**src/rtl/assert_macros.svh**
```systemverilog
// Assertion macros for the LED ring animation engine RTL.
// Depends on nothing; included by the top level.
`ifndef ASSERT_MACROS_SVH
`define ASSERT_MACROS_SVH
`ifndef SYNTHESIS
`define ASSERT_CLK(label, clk, rstn, prop, msg) \
    label: assert property (@(posedge clk) disable iff (!rstn) (prop)) else $error(msg);
`define ASSERT_NORST(label, clk, prop, msg) \
    label: assert property (@(posedge clk) (prop)) else $error(msg);
`else
`define ASSERT_CLK(label, clk, rstn, prop, msg)
`define ASSERT_NORST(label, clk, prop, msg)
`endif
`endif

```
**src/rtl/lra_pkg.sv**
```systemverilog
// Package for the LED ring animation engine: constants, tables, types.
// No dependencies.
package lra_pkg;
    localparam int LED_COUNT_D      = 16;
    localparam int PER_COLOR_D      = 5;
    localparam int PATTERN_LENGTH_D = 10;
    localparam logic [6:0] MAX_LEVEL = 7'd127;

    localparam logic [2:0] MODE_MANUAL = 3'd0;
    localparam logic [2:0] MODE_ON     = 3'd1;
    localparam logic [2:0] MODE_BLINK  = 3'd2;
    localparam logic [2:0] MODE_PULSE  = 3'd3;
    localparam logic [2:0] MODE_CIRCLE = 3'd4;
    localparam logic [2:0] MODE_COUNT  = 3'd5;
    localparam logic [2:0] MODE_DARK   = 3'd7;

    localparam logic [2:0] REG_COLOR  = 3'd0;
    localparam logic [2:0] REG_MODE   = 3'd1;
    localparam logic [2:0] REG_BRIGHT = 3'd2;
    localparam logic [2:0] REG_RATE   = 3'd3;
    localparam logic [2:0] REG_PERIOD = 3'd4;

    localparam logic CMD_TICK = 1'b0;
    localparam logic CMD_SET  = 1'b1;

    function automatic logic [4:0] circle_tab(input logic [3:0] i);
        unique case (i)
            4'd0: circle_tab = 5'd8;   4'd1: circle_tab = 5'd16;
            4'd2: circle_tab = 5'd12;  4'd3: circle_tab = 5'd7;
            4'd4: circle_tab = 5'd5;   4'd5: circle_tab = 5'd3;
            4'd6: circle_tab = 5'd1;
            default: circle_tab = 5'd0;
        endcase
    endfunction

    function automatic logic [4:0] pulse_tab(input logic [3:0] i);
        unique case (i)
            4'd0: pulse_tab = 5'd1;   4'd1: pulse_tab = 5'd3;
            4'd2: pulse_tab = 5'd8;   4'd3: pulse_tab = 5'd12;
            4'd4: pulse_tab = 5'd16;  4'd5: pulse_tab = 5'd12;
            4'd6: pulse_tab = 5'd8;   4'd7: pulse_tab = 5'd3;
            4'd8: pulse_tab = 5'd1;
            default: pulse_tab = 5'd0;
        endcase
    endfunction

    function automatic logic [4:0] blink_tab(input logic [3:0] i);
        blink_tab = (i >= 4'd2 && i <= 4'd6) ? 5'd16 : 5'd0;
    endfunction

    function automatic logic [3:0] shift_ord(input logic [3:0] i);
        unique case (i)
            4'd0: shift_ord = 4'd15;
            4'd1, 4'd2, 4'd3, 4'd4, 4'd5: shift_ord = 4'd5 - i;
            4'd6, 4'd7, 4'd8, 4'd9, 4'd10: shift_ord = 4'd15 - i;
            default: shift_ord = 4'(5'd25 - {1'b0, i});
        endcase
    endfunction

    function automatic logic [3:0] wrap10(input logic [3:0] p);
        wrap10 = (p >= 4'd9) ? 4'd0 : p + 4'd1;
    endfunction

    // divider request/response
    typedef struct packed {
        logic        start;
        logic [11:0] dividend; // magnitude
        logic [7:0]  divisor;
    } div_req_t;

    typedef struct packed {
        logic        done;
        logic [11:0] quotient;
    } div_rsp_t;
endpackage

```
**src/rtl/lra_divider.sv**
```systemverilog
// Restoring serial divider, one quotient bit per cycle.
// Depends on lra_pkg.
module lra_divider import lra_pkg::*; (
    input  logic     aclk,
    input  logic     aresetn,
    input  div_req_t req,
    output div_rsp_t rsp
);
    logic [11:0] q_reg;
    logic [7:0]  r_reg;
    logic [7:0]  d_reg;
    logic [3:0]  cnt_reg;
    logic        busy_reg, done_reg;
    logic [8:0]  trial;
    logic        ge;

    assign trial = {r_reg, q_reg[11]};
    assign ge    = trial >= {1'b0, d_reg};

    always_ff @(posedge aclk) begin
        if (!aresetn) begin
            busy_reg <= 1'b0;
            done_reg <= 1'b0;
            cnt_reg  <= '0;
        end else begin
            done_reg <= 1'b0;
            if (req.start) begin
                busy_reg <= 1'b1;
                q_reg    <= req.dividend;
                d_reg    <= req.divisor;
                r_reg    <= '0;
                cnt_reg  <= '0;
            end else if (busy_reg) begin
                r_reg   <= 8'(ge ? trial - {1'b0, d_reg} : trial);
                q_reg   <= {q_reg[10:0], ge};
                cnt_reg <= cnt_reg + 4'd1;
                if (cnt_reg == 4'd11) begin
                    busy_reg <= 1'b0;
                    done_reg <= 1'b1;
                end
            end
        end
    end

    assign rsp.done     = done_reg;
    assign rsp.quotient = q_reg;
endmodule

```
**src/rtl/led_ring_animation_engine_core.sv**
```systemverilog
// Top level of the LED ring animation engine: sequencer, dimmer store, frame output.
// Depends on lra_pkg, lra_divider and assert_macros.svh.
//
//  channel | ports                                   | direction
//  s_      | s_valid s_ready s_command s_led_index ..| in, one command
//  m_      | m_valid m_ready m_dimmer_byte m_slot ...| out, frame bytes
//  cfg     | cfg_we cfg_index cfg_data               | in, register write
//
// A set transaction passes the accept and write states. A tick passes the
// accept state, the prep state, in pulse mode with nonzero rate the load state
// and the serial divider, then compares and updates the dimmer store one entry
// a cycle through the shared scaler, then sends 16 output transactions when a
// dimmer changed (one per cycle when m_ready stays high).
// Reset is synchronous; output stalls hold the frame walk in place.
`include "assert_macros.svh"
module led_ring_animation_engine_core import lra_pkg::*; #(
    parameter int LED_COUNT      = LED_COUNT_D,
    parameter int PER_COLOR      = PER_COLOR_D,
    parameter int PATTERN_LENGTH = PATTERN_LENGTH_D
) (
    input  logic       aclk,
    input  logic       aresetn,
    input  logic       s_valid,
    output logic       s_ready,
    input  logic       s_command,
    input  logic [4:0] s_led_index,
    input  logic [7:0] s_level,
    output logic       m_valid,
    input  logic       m_ready,
    output logic [6:0] m_dimmer_byte,
    output logic [3:0] m_slot,
    output logic       m_last_byte,
    input  logic       cfg_we,
    input  logic [2:0] cfg_index,
    input  logic [7:0] cfg_data
);
    typedef enum logic [6:0] {
        ST_IDLE = 7'b0000001,
        ST_PREP = 7'b0000010,
        ST_LOAD = 7'b0000100,
        ST_DIV  = 7'b0001000,
        ST_WALK = 7'b0010000,
        ST_SEND = 7'b0100000,
        ST_SET  = 7'b1000000
    } state_t;

    state_t state_reg, state_next;

    logic [1:0] color_reg;
    logic [2:0] mode_reg;
    logic [7:0] bright_reg, rate_reg, period_reg;

    logic [6:0] dim_reg  [LED_COUNT];
    logic [7:0] sent_reg [LED_COUNT];
    logic [7:0] tick_reg;
    logic [3:0] step_reg;
    logic [3:0] phase_reg [PER_COLOR];
    logic [4:0] clev_reg  [PER_COLOR];

    logic [4:0] idx_reg;
    logic [7:0] lvl_reg;
    logic [3:0] cnt_reg;
    logic       changed_reg;
    logic [4:0] val_reg;      // pattern value for blink/pulse/count
    logic       pneg_reg;
    logic [4:0] pv0_reg;

    div_req_t dreq;
    div_rsp_t drsp;

    lra_divider u_div (.aclk(aclk), .aresetn(aresetn), .req(dreq), .rsp(drsp));

    // step counter
    logic [7:0] thr;
    logic [8:0] tinc;
    logic       stepped;
    logic       uses_tick;
    assign thr       = (mode_reg == MODE_COUNT) ? period_reg : {1'b0, rate_reg[7:1]};
    assign tinc      = {1'b0, tick_reg} + 9'd1;
    assign stepped   = tinc > {1'b0, thr};
    assign uses_tick = (mode_reg == MODE_BLINK) || (mode_reg == MODE_PULSE) ||
                       (mode_reg == MODE_CIRCLE) || (mode_reg == MODE_COUNT);

    logic [3:0] ps_now, nx_now;
    assign ps_now = (step_reg < 4'(PATTERN_LENGTH)) ? step_reg : 4'd0;
    assign nx_now = wrap10(ps_now);

    // pattern step as it stands after this tick's counter update
    logic [3:0] ps_upd, nx_upd;
    logic [4:0] pv_cur, pv_nxt;
    assign ps_upd = (uses_tick && stepped && mode_reg != MODE_CIRCLE) ? wrap10(ps_now) : ps_now;
    assign nx_upd = wrap10(ps_upd);
    assign pv_cur = pulse_tab(ps_upd);
    assign pv_nxt = pulse_tab(nx_upd);

    // walk: target level of dimmer cnt_reg through the shared scaler
    logic [1:0] grp;
    logic [2:0] pos;
    logic       in_color;
    logic [4:0] wval;
    logic [12:0] prod;
    logic [6:0] target;
    logic [8:0] scaled;
    logic [1:0] first_c;
    assign grp = (cnt_reg < 4'd5) ? 2'd0 : (cnt_reg < 4'd10) ? 2'd1 :
                 (cnt_reg < 4'd15) ? 2'd2 : 2'd3;
    assign pos = 3'(cnt_reg - {grp, 2'b00} - {2'b00, grp});
    assign first_c = (color_reg == 2'd3) ? 2'd0 : color_reg;
    assign in_color = (grp != 2'd3) && ((color_reg == 2'd3) || (color_reg == grp));
    assign wval = (mode_reg == MODE_CIRCLE) ? clev_reg[pos] : val_reg;
    assign prod = {8'd0, wval} * {5'd0, bright_reg};
    assign scaled = prod[12:4];

    always_comb begin
        target = 7'd0;
        unique case (mode_reg)
            MODE_MANUAL: target = dim_reg[cnt_reg];
            MODE_ON: if (in_color) target = (bright_reg > 8'd127) ? MAX_LEVEL : bright_reg[6:0];
            MODE_BLINK, MODE_PULSE, MODE_CIRCLE:
                if (in_color) target = (scaled > 9'd127) ? MAX_LEVEL : scaled[6:0];
            MODE_COUNT:
                if (grp == first_c && grp != 2'd3 &&
                    {5'd0, pos} < ((rate_reg > 8'd5) ? 8'd5 : rate_reg))
                    target = (scaled > 9'd127) ? MAX_LEVEL : scaled[6:0];
            default: target = 7'd0;
        endcase
    end

    always_comb begin
        state_next = state_reg;
        dreq = '0;
        unique case (state_reg)
            ST_IDLE: if (s_valid) state_next = (s_command == CMD_SET) ? ST_SET : ST_PREP;
            ST_SET:  state_next = ST_IDLE;
            ST_PREP: begin
                if (mode_reg == MODE_PULSE && rate_reg != 8'd0)
                    state_next = ST_LOAD;
                else
                    state_next = ST_WALK;
            end
            ST_LOAD: begin
                state_next = ST_DIV;
                dreq.start = 1'b1;
            end
            ST_DIV:  if (drsp.done) state_next = ST_WALK;
            ST_WALK: if (cnt_reg == 4'(LED_COUNT - 1))
                state_next = (changed_reg || (sent_reg[cnt_reg] != {1'b0, target})) ?
                             ST_SEND : ST_IDLE;
            ST_SEND: if (m_ready && cnt_reg == 4'(LED_COUNT - 1)) state_next = ST_IDLE;
            default: state_next = ST_IDLE;
        endcase
        // pulse numerator magnitude |v1-v0|*tick, tick and step already updated
        dreq.dividend = {7'd0, (pneg_reg ? pv0_reg - pulse_tab(nx_now)
                                         : pulse_tab(nx_now) - pv0_reg)} * {4'd0, tick_reg};
        dreq.divisor  = rate_reg;
    end

    assign s_ready       = (state_reg == ST_IDLE);
    assign m_valid       = (state_reg == ST_SEND);
    assign m_dimmer_byte = dim_reg[shift_ord(cnt_reg)];
    assign m_slot        = cnt_reg;
    assign m_last_byte   = (cnt_reg == 4'(LED_COUNT - 1));

    always_ff @(posedge aclk) begin
        if (!aresetn) begin
            state_reg  <= ST_IDLE;
            color_reg  <= 2'd0;
            mode_reg   <= MODE_CIRCLE;
            bright_reg <= 8'd127;
            rate_reg   <= 8'd10;
            period_reg <= 8'd10;
            tick_reg   <= '0;
            step_reg   <= '0;
            cnt_reg    <= '0;
            changed_reg <= 1'b0;
            for (int i = 0; i < LED_COUNT; i++) begin
                dim_reg[i]  <= '0;
                sent_reg[i] <= (i == 0) ? 8'hFF : 8'h00;
            end
            for (int i = 0; i < PER_COLOR; i++) begin
                phase_reg[i] <= 4'(2 * i);
                clev_reg[i]  <= '0;
            end
        end else begin
            state_reg <= state_next;
            if (cfg_we) begin
                unique case (cfg_index)
                    REG_COLOR:  color_reg  <= cfg_data[1:0];
                    REG_MODE:   mode_reg   <= cfg_data[2:0];
                    REG_BRIGHT: bright_reg <= cfg_data;
                    REG_RATE:   rate_reg   <= cfg_data;
                    REG_PERIOD: period_reg <= cfg_data;
                    default: ;
                endcase
            end
            unique case (state_reg)
                ST_IDLE: begin
                    idx_reg <= s_led_index;
                    lvl_reg <= s_level;
                    cnt_reg <= '0;
                    changed_reg <= 1'b0;
                end
                ST_SET: if (!idx_reg[4])
                    dim_reg[idx_reg[3:0]] <= (lvl_reg > 8'd127) ? MAX_LEVEL : lvl_reg[6:0];
                ST_PREP: begin
                    if (uses_tick) begin
                        tick_reg <= stepped ? 8'd0 : tinc[7:0];
                        if (stepped && mode_reg != MODE_CIRCLE)
                            step_reg <= ps_upd;
                        if (stepped && mode_reg == MODE_CIRCLE)
                            for (int i = 0; i < PER_COLOR; i++) begin
                                phase_reg[i] <= wrap10(phase_reg[i]);
                                clev_reg[i]  <= circle_tab(wrap10(phase_reg[i]));
                            end
                    end
                    pv0_reg  <= pv_cur;
                    pneg_reg <= pv_nxt < pv_cur;
                    unique case (mode_reg)
                        MODE_BLINK: val_reg <= blink_tab(ps_upd);
                        MODE_COUNT: val_reg <= 5'd8 + {1'b0, pv_cur[4:1]};
                        default:    val_reg <= pv_cur;
                    endcase
                end
                ST_DIV: if (drsp.done)
                    val_reg <= pneg_reg ? pv0_reg - drsp.quotient[4:0]
                                        : pv0_reg + drsp.quotient[4:0];
                ST_WALK: begin
                    if (sent_reg[cnt_reg] != {1'b0, target}) changed_reg <= 1'b1;
                    sent_reg[cnt_reg] <= {1'b0, target};
                    dim_reg[cnt_reg]  <= target;
                    cnt_reg <= cnt_reg + 4'd1;
                end
                ST_SEND: if (m_ready) cnt_reg <= cnt_reg + 4'd1;
                default: ;
            endcase
        end
    end

    `ASSERT_CLK(a_excl, aclk, aresetn, !(s_ready && m_valid), "ready and valid together")
    `ASSERT_CLK(a_last, aclk, aresetn, (m_valid && m_ready && m_last_byte) |=> s_ready, "no idle")
    `ASSERT_CLK(a_div, aclk, aresetn, drsp.done |-> (state_reg == ST_DIV), "stray divider result")
endmodule

```
**config.mk**
```make
export PLATFORM = sky130hd
export DESIGN_NAME = led_ring_animation_engine_core
export DESIGN_NICKNAME = d
export VERILOG_FILES = /design/src/rtl/lra_pkg.sv /design/src/rtl/lra_divider.sv /design/src/rtl/led_ring_animation_engine_core.sv
export VERILOG_INCLUDE_DIRS = /design/src /design/src/rtl
export SDC_FILE = /design/constraint.sdc
export NUM_CORES = 1
export LEC_CHECK = 0
export BUFFER_PORTS_ARGS = -buffer_cell sky130_fd_sc_hd__clkbuf_2
export CORE_ASPECT_RATIO = 1.2
export CORE_MARGIN = 3
export CORE_UTILIZATION = 50
export CTS_BUF_LIST = sky130_fd_sc_hd__clkbuf_4 sky130_fd_sc_hd__clkbuf_8
export DETAILED_ROUTE_END_ITERATION = 6
export PLACE_DENSITY = 0.66
export SYNTH_ARGS = -nofsm -noshare
export SYNTH_HDL_FRONTEND = slang
export SYNTH_HIERARCHICAL = 1
export SYNTH_SLANG_ARGS = --single-unit
```
**constraint.sdc**
```tcl
create_clock -name aclk -period 22.2 [get_ports aclk]
set_clock_uncertainty 0.15 [all_clocks]
set_input_delay 6.66 -clock aclk [delete_from_list [all_inputs] [get_ports aclk]]
set_output_delay 6.66 -clock aclk [all_outputs]
set_load 0.005 [all_outputs]
```
==> results.toml, run 1 <==
[clocking]
insertion_delay_ns = 0.65
postCtsSetupBuffers = 0
ctsResizeCount = 0
htree_levels = 3
cts_hold_buf = 0
cts-root-buf = "clkbuf_8"
cts_max_path_buffers = 3
cts_tree = "yes"
tritoncts.num_buffers = 67
clock_sinks = 385
clkTransAtPathRegs_ns = 0.06

[synthesis]
synth_flop_cell = "edfxtp_1"
synthTopCellsByArea = "edfxtp_1 41%, mux4_2 7.0%, ha_1 6.2%"
synth_top_area_share_pct = 40.85
yosys.area.top_type = "edfxtp_1"
async_reset_ff_share_pct = 0
synth_cell_types = 85
synth_commonest_cells = "327 x nor2_1, 324 x nand2_1, 321 x edfxtp_1, 117 x ha_1, 117 x inv_1"
syn_inst = 2278
ys_seq_elements = 385
yosysWarningCount = 6
syn-cell-area_mm2 = 0.02359
syn_nets = 2464
syn_area_per_cell_um2 = 10.36
yosysMostFrequentCell = "nor2_1"
seq_area_frac_synth_pct = 46.29
synth_edf_count = 321

[timing]
finalHoldViolations = 0
drv_slew = 0
period_share_pct = 52.12
max_freq_mhz = 86.42
slew_headroom_pct = 22.13
rsz0062_at_grt = "false"
final.setup.tns_ns = 0
report.final.setup_viol = 0
finalCriticalPeriod_ns = 11.57
worstMarginPinSlew_ns = 1.152

[detailed_routing]
routedWlPerCell_um = 20.55
viasPerCell = 5.974
dr_total_vias = 17750
drc = 0
wirelength_um = 61050
ant_nets = 0
drt_iter0_markers = 1383
firstDrtPassIters = 5

[final_layout]
drive_above_1_share_pct = 12.66
largest_register_ffs = 113
finalNetCount = 2488
area_growth_pct = 9.243
final_area_mm2 = 0.02577

[global_routing]
overflow = 0
grt_pass1_vias = 17490
grt_use_met3_pct = 4.260
grtUsageTotal_pct = 24.61
grt_max_degree = 65
grt_util_met1_pct = 31.55
grt_pass1_wl_um = 96400
grt.busiest_layer = "met2"
antenna_found_initial = 1
grt_use_met2_pct = 41.16

[floorplanning]
rows = 86
die_h_um = 244.0
dieArea_mm2 = 0.04984
num_io_pins = 44
start_util_pct = 50.99
core_mm2 = 0.04627
dieWidth_um = 204.3

[pwr]
p_int_mw = 1.291
pwr-share-seq_pct = 43.9
pwr-share-clk_pct = 35.9
power_switching_uw = 585.0
combPwrFrac_pct = 20.2
p_leak_nw = 10.18
swShare_pct = 31.18
ir_worst_vdd_mv = 0.05981
p_per_area_mw_per_mm2 = 72.78

[placement]
place.gp.congestion = 0.9343
dp_hpwl_um = 43900
place_area_mm2 = 0.02439
port_buffers = 43

[setup_path]
cp.required_ns = 15.39
startpoint = "m_slot[2]"
r2r_start = "m_slot[1]"
crit_fanout = 56
critPathLaunchType = "flip-flop"
crit_type = "flip-flop to output port"
endpoint_kind = "output port"
arrival_ns = 4.76

[status]
status = "completed"

[min_path]
min_path_type = "flip-flop to flip-flop"
min_from = "period_reg[2]"

[job]
drv_cap = 0
path summary, 6_finish.rpt:
check / end / slack, ns / cells after the start
worst max-delay path: m_dimmer_byte[4] / 10.63 / 13
worst max register to register: dim_reg[7][4] / 11.76 / 33
worst min register to register: period_reg[2] / 0.32 / 2
worst min-delay path: period_reg[2] / 0.32 / 2
worst max-delay path, stage by stage (launching register included):
cell      delay (ns)
dfxtp_1         0.82
inv_1           0.26
ha_1            0.28
mux2_2          0.28
o21ai_0         0.25
nand2_1         0.15
nor2_1          0.12
a21oi_1         0.08
nor2_4          0.87
a211oi_1        0.12
a311oi_1        0.31
a211oi_1        0.10
a31oi_1         0.27
clkbuf_2        0.17
placed cells by master, fill, tap and decap left out, types with 41 or more instances in the layout:
cell type	netlist	layout
nand2_1	324	323
clkbuf_8	0	73
nor2_1	327	325
a211oi_1	41	41
o21ai_0	62	62
dfxtp_1	64	62
edfxtp_1	321	321
a21oi_1	80	79
inv_1	117	117
nand3_1	73	73
ha_1	117	117
mux4_2	73	73
and2_1	76	76
clkbuf_2	0	42
final cells by class:
type	instances	area (um2)
timing repair buffer	59	335.3
sequential	385	10930
inverter	117	439.2
clock inverter	24	192.7
tap	616	770.7
clock buffer	97	1185
fill	4028	20490
antenna	1	2.502
multi-input combinational	1672	11920
per-layer routing:
metal,share of wire [%],wire length [um],up-vias
li1,-,-,8217
met1,40,24610,8724
met2,49,29820,658
met3,6.8,4167,150
met4,4.0,2454,0
met5,0,0,-
cells by family after synthesis:
group	synth area share, %
AO/OA/AOI/OAI	9.980
XOR/XNOR	2.333
adder cells (fa/ha/maj)	9.514
buffers and inverters	3.712
flip-flops	46.29
multiplexers	9.296
AND/OR/NAND/NOR	18.88
through the flow:
step / hold WS, ns / std cells / worst slack, ns / power (mW) / util (%)
after floorplan: 0.2898 / 2278 / 12.20 / 1.088 / -
after global placement: 0.3086 / 2849 / 11.51 / 1.203 / 52.72
after detailed placement: 0.3142 / 2849 / 11.40 / 1.208 / 52.72
after CTS: 0.3232 / 2970 / 10.65 / 1.883 / 55.70
after global routing: 0.3434 / 2971 / 10.19 / 1.961 / 55.71
final: 0.3206 / 2971 / 10.63 / 1.876 / 55.71
power by group through the flow:
stage          Sequential (mW)  Combinational, mW  Clock, mW
6_report                 0.823              0.379      0.674
5_1_grt                  0.825              0.414      0.722
2_1_floorplan            0.827              0.261          0
3_3_place_gp             0.837              0.366          0
4_1_cts                  0.823              0.373      0.687
3_5_place_dp             0.838              0.371          0
Power figures use the tool's default switching activity.
==> run 2: changes to the inputs <==
clock period = 11.3 ns   (was 22.2 ns; I/O delays follow)
==> results.toml, run 2 (synthesis results as in run 1) <==
[global_routing]
grt_util_met1_pct = 31.08
grt_use_met2_pct = 42.26
grt_max_degree = 57
antenna_found_initial = 1
grt_pass1_wl_um = 96500
grt_pass1_vias = 17660
grt.busiest_layer = "met2"
overflow = 0
grtUsageTotal_pct = 24.63
grt_use_met3_pct = 4.593

[final_layout]
area_growth_pct = 9.105
layout_commonest_cell = "nor2_1"
largest_register_ffs = 113
layout_common_cells = "325 x nor2_1, 323 x nand2_1, 321 x edfxtp_1"
diodes = 0
drive_above_1_share_pct = 12.79
final_area_mm2 = 0.02574
finalNetCount = 2492

[setup_path]
r2r_start = "m_slot[1]"
cp.required_ns = 11.65
reg2reg_slack_ns = 1.19
crit_family = "adder cells"
r2r_cells = 34
slowest_delay_ns = 0.78
critPathLaunchType = "flip-flop"
endpoint_kind = "flip-flop"
crit_end = "state_reg[5]"
crit_cells = 34
cp_slowest_cell = "dfxtp_1"
crit_type = "flip-flop to flip-flop"
arrival_ns = 10.46
startpoint = "m_slot[1]"
critical_path_buf_inv_count = 5
reg2reg_to = "state_reg[5]"
crit_fanout = 18
crit_top_cell = "inv_1"

[clocking]
cts_max_path_buffers = 3
cts_hold_buf = 0
postCtsSetupBuffers = 0
cts_tree = "yes"
insertion_delay_ns = 0.66
clkTransAtPathRegs_ns = 0.06
tritoncts.num_buffers = 67
clock_sinks = 385
ctsResizeCount = 0
htree_levels = 3
cts-root-buf = "clkbuf_8"

[timing]
finalCriticalPeriod_ns = 10.11
slew_headroom_pct = 13.74
max_freq_mhz = 98.93
period_share_pct = 89.46
rsz0062_at_grt = "false"
worstMarginPinSlew_ns = 1.291
setup_ws_ns = 1.192
finalHoldViolations = 0
drv_slew = 0
report.final.setup_viol = 0
final.setup.tns_ns = 0

[pwr]
total_power_mw = 3.677
p_leak_nw = 10.20
p_per_area_mw_per_mm2 = 142.9
ir_worst_vdd_mv = 0.1404

[job]
drv_cap = 0

[placement]
place_area_mm2 = 0.02438
port_buffers = 43
place_ws_ns = 1.257
dp_hpwl_um = 42850
place.gp.congestion = 0.8733

[detailed_routing]
drt_iter0_markers = 1596
ant_nets = 0
wirelength_um = 61030
dr_total_vias = 17660
firstDrtPassIters = 5
routedWlPerCell_um = 20.55
drc = 0
viasPerCell = 5.946

[floorplanning]
dieArea_mm2 = 0.04984
die_h_um = 244.0
start_util_pct = 50.99
num_io_pins = 44
rows = 86
core_mm2 = 0.04627
dieWidth_um = 204.3

[min_path]
min_path_type = "flip-flop to flip-flop"

[status]
status = "completed"
## run 2: cell types whose count changed in the layout (fill, tap and decap cells not counted), sizes merged
cell	change
clkbuf	-6
inv	-1
clkinv	+1
buf	+4
bufinv	+1
diode	-1
clkinvlp	+1
## run 2: worst reg2reg max path, delay by kind of cell (launching register included)
| kind | cells | cell delay, ns |
|---|---|---|
| mux | 1 | 0.18 |
| flops | 1 | 0.78 |
| compound gates | 9 | 2.57 |
| fa+ha+maj | 8 | 3.04 |
| xor+xnor | 2 | 0.33 |
| simple gates | 9 | 2.41 |
| buf+inv | 5 | 0.55 |
## run 2: how the worst min path moves through the flow
stage / from / end / slack, ns / cells after the start
floorplan: period_reg[1] / period_reg[1] / 0.29 / 2
global placement: period_reg[5] / period_reg[5] / 0.31 / 2
detailed placement: period_reg[4] / period_reg[4] / 0.31 / 2
CTS: period_reg[4] / period_reg[4] / 0.32 / 2
global route: period_reg[4] / period_reg[4] / 0.34 / 2
finish: period_reg[7] / period_reg[7] / 0.32 / 2
## run 2: metal layers
| metal | up-vias | part of all wire [%] |
|---|---|---|
| met5 | - | 0.016 |
| met4 | 2 | 3.3 |
| met3 | 127 | 7.3 |
| met2 | 629 | 50 |
| met1 | 8696 | 40 |
| li1 | 8206 | - |
## run 2: stage by stage
stage	util, %	cells	hold WS, ns
2_1_floorplan	-	2278	0.2898
3_3_place_gp	52.69	2853	0.3066
3_5_place_dp	52.69	2853	0.3138
4_1_cts	55.64	2970	0.3220
5_1_grt	55.64	2970	0.3439
6_report	55.64	2970	0.3195
## run 2: final cells by class
class	instances	area, um2
fillers	4017	20530
multi-input cells	1672	11880
flip-flops and latches	385	10930
clock buffers	91	1152
well taps	616	770.7
inverters	117	439.2
repair buffers	63	365.4
clock inverters	26	212.7
## run 2: power breakdown
part	leakage [nW]	total (mW)	internal, mW	switching (mW)
clock	0.713	1.33	0.732	0.600
sequential	3.76	1.61	1.58	0.0307
combinational	5.73	0.733	0.228	0.506
total	10.2	3.68	2.54	1.14
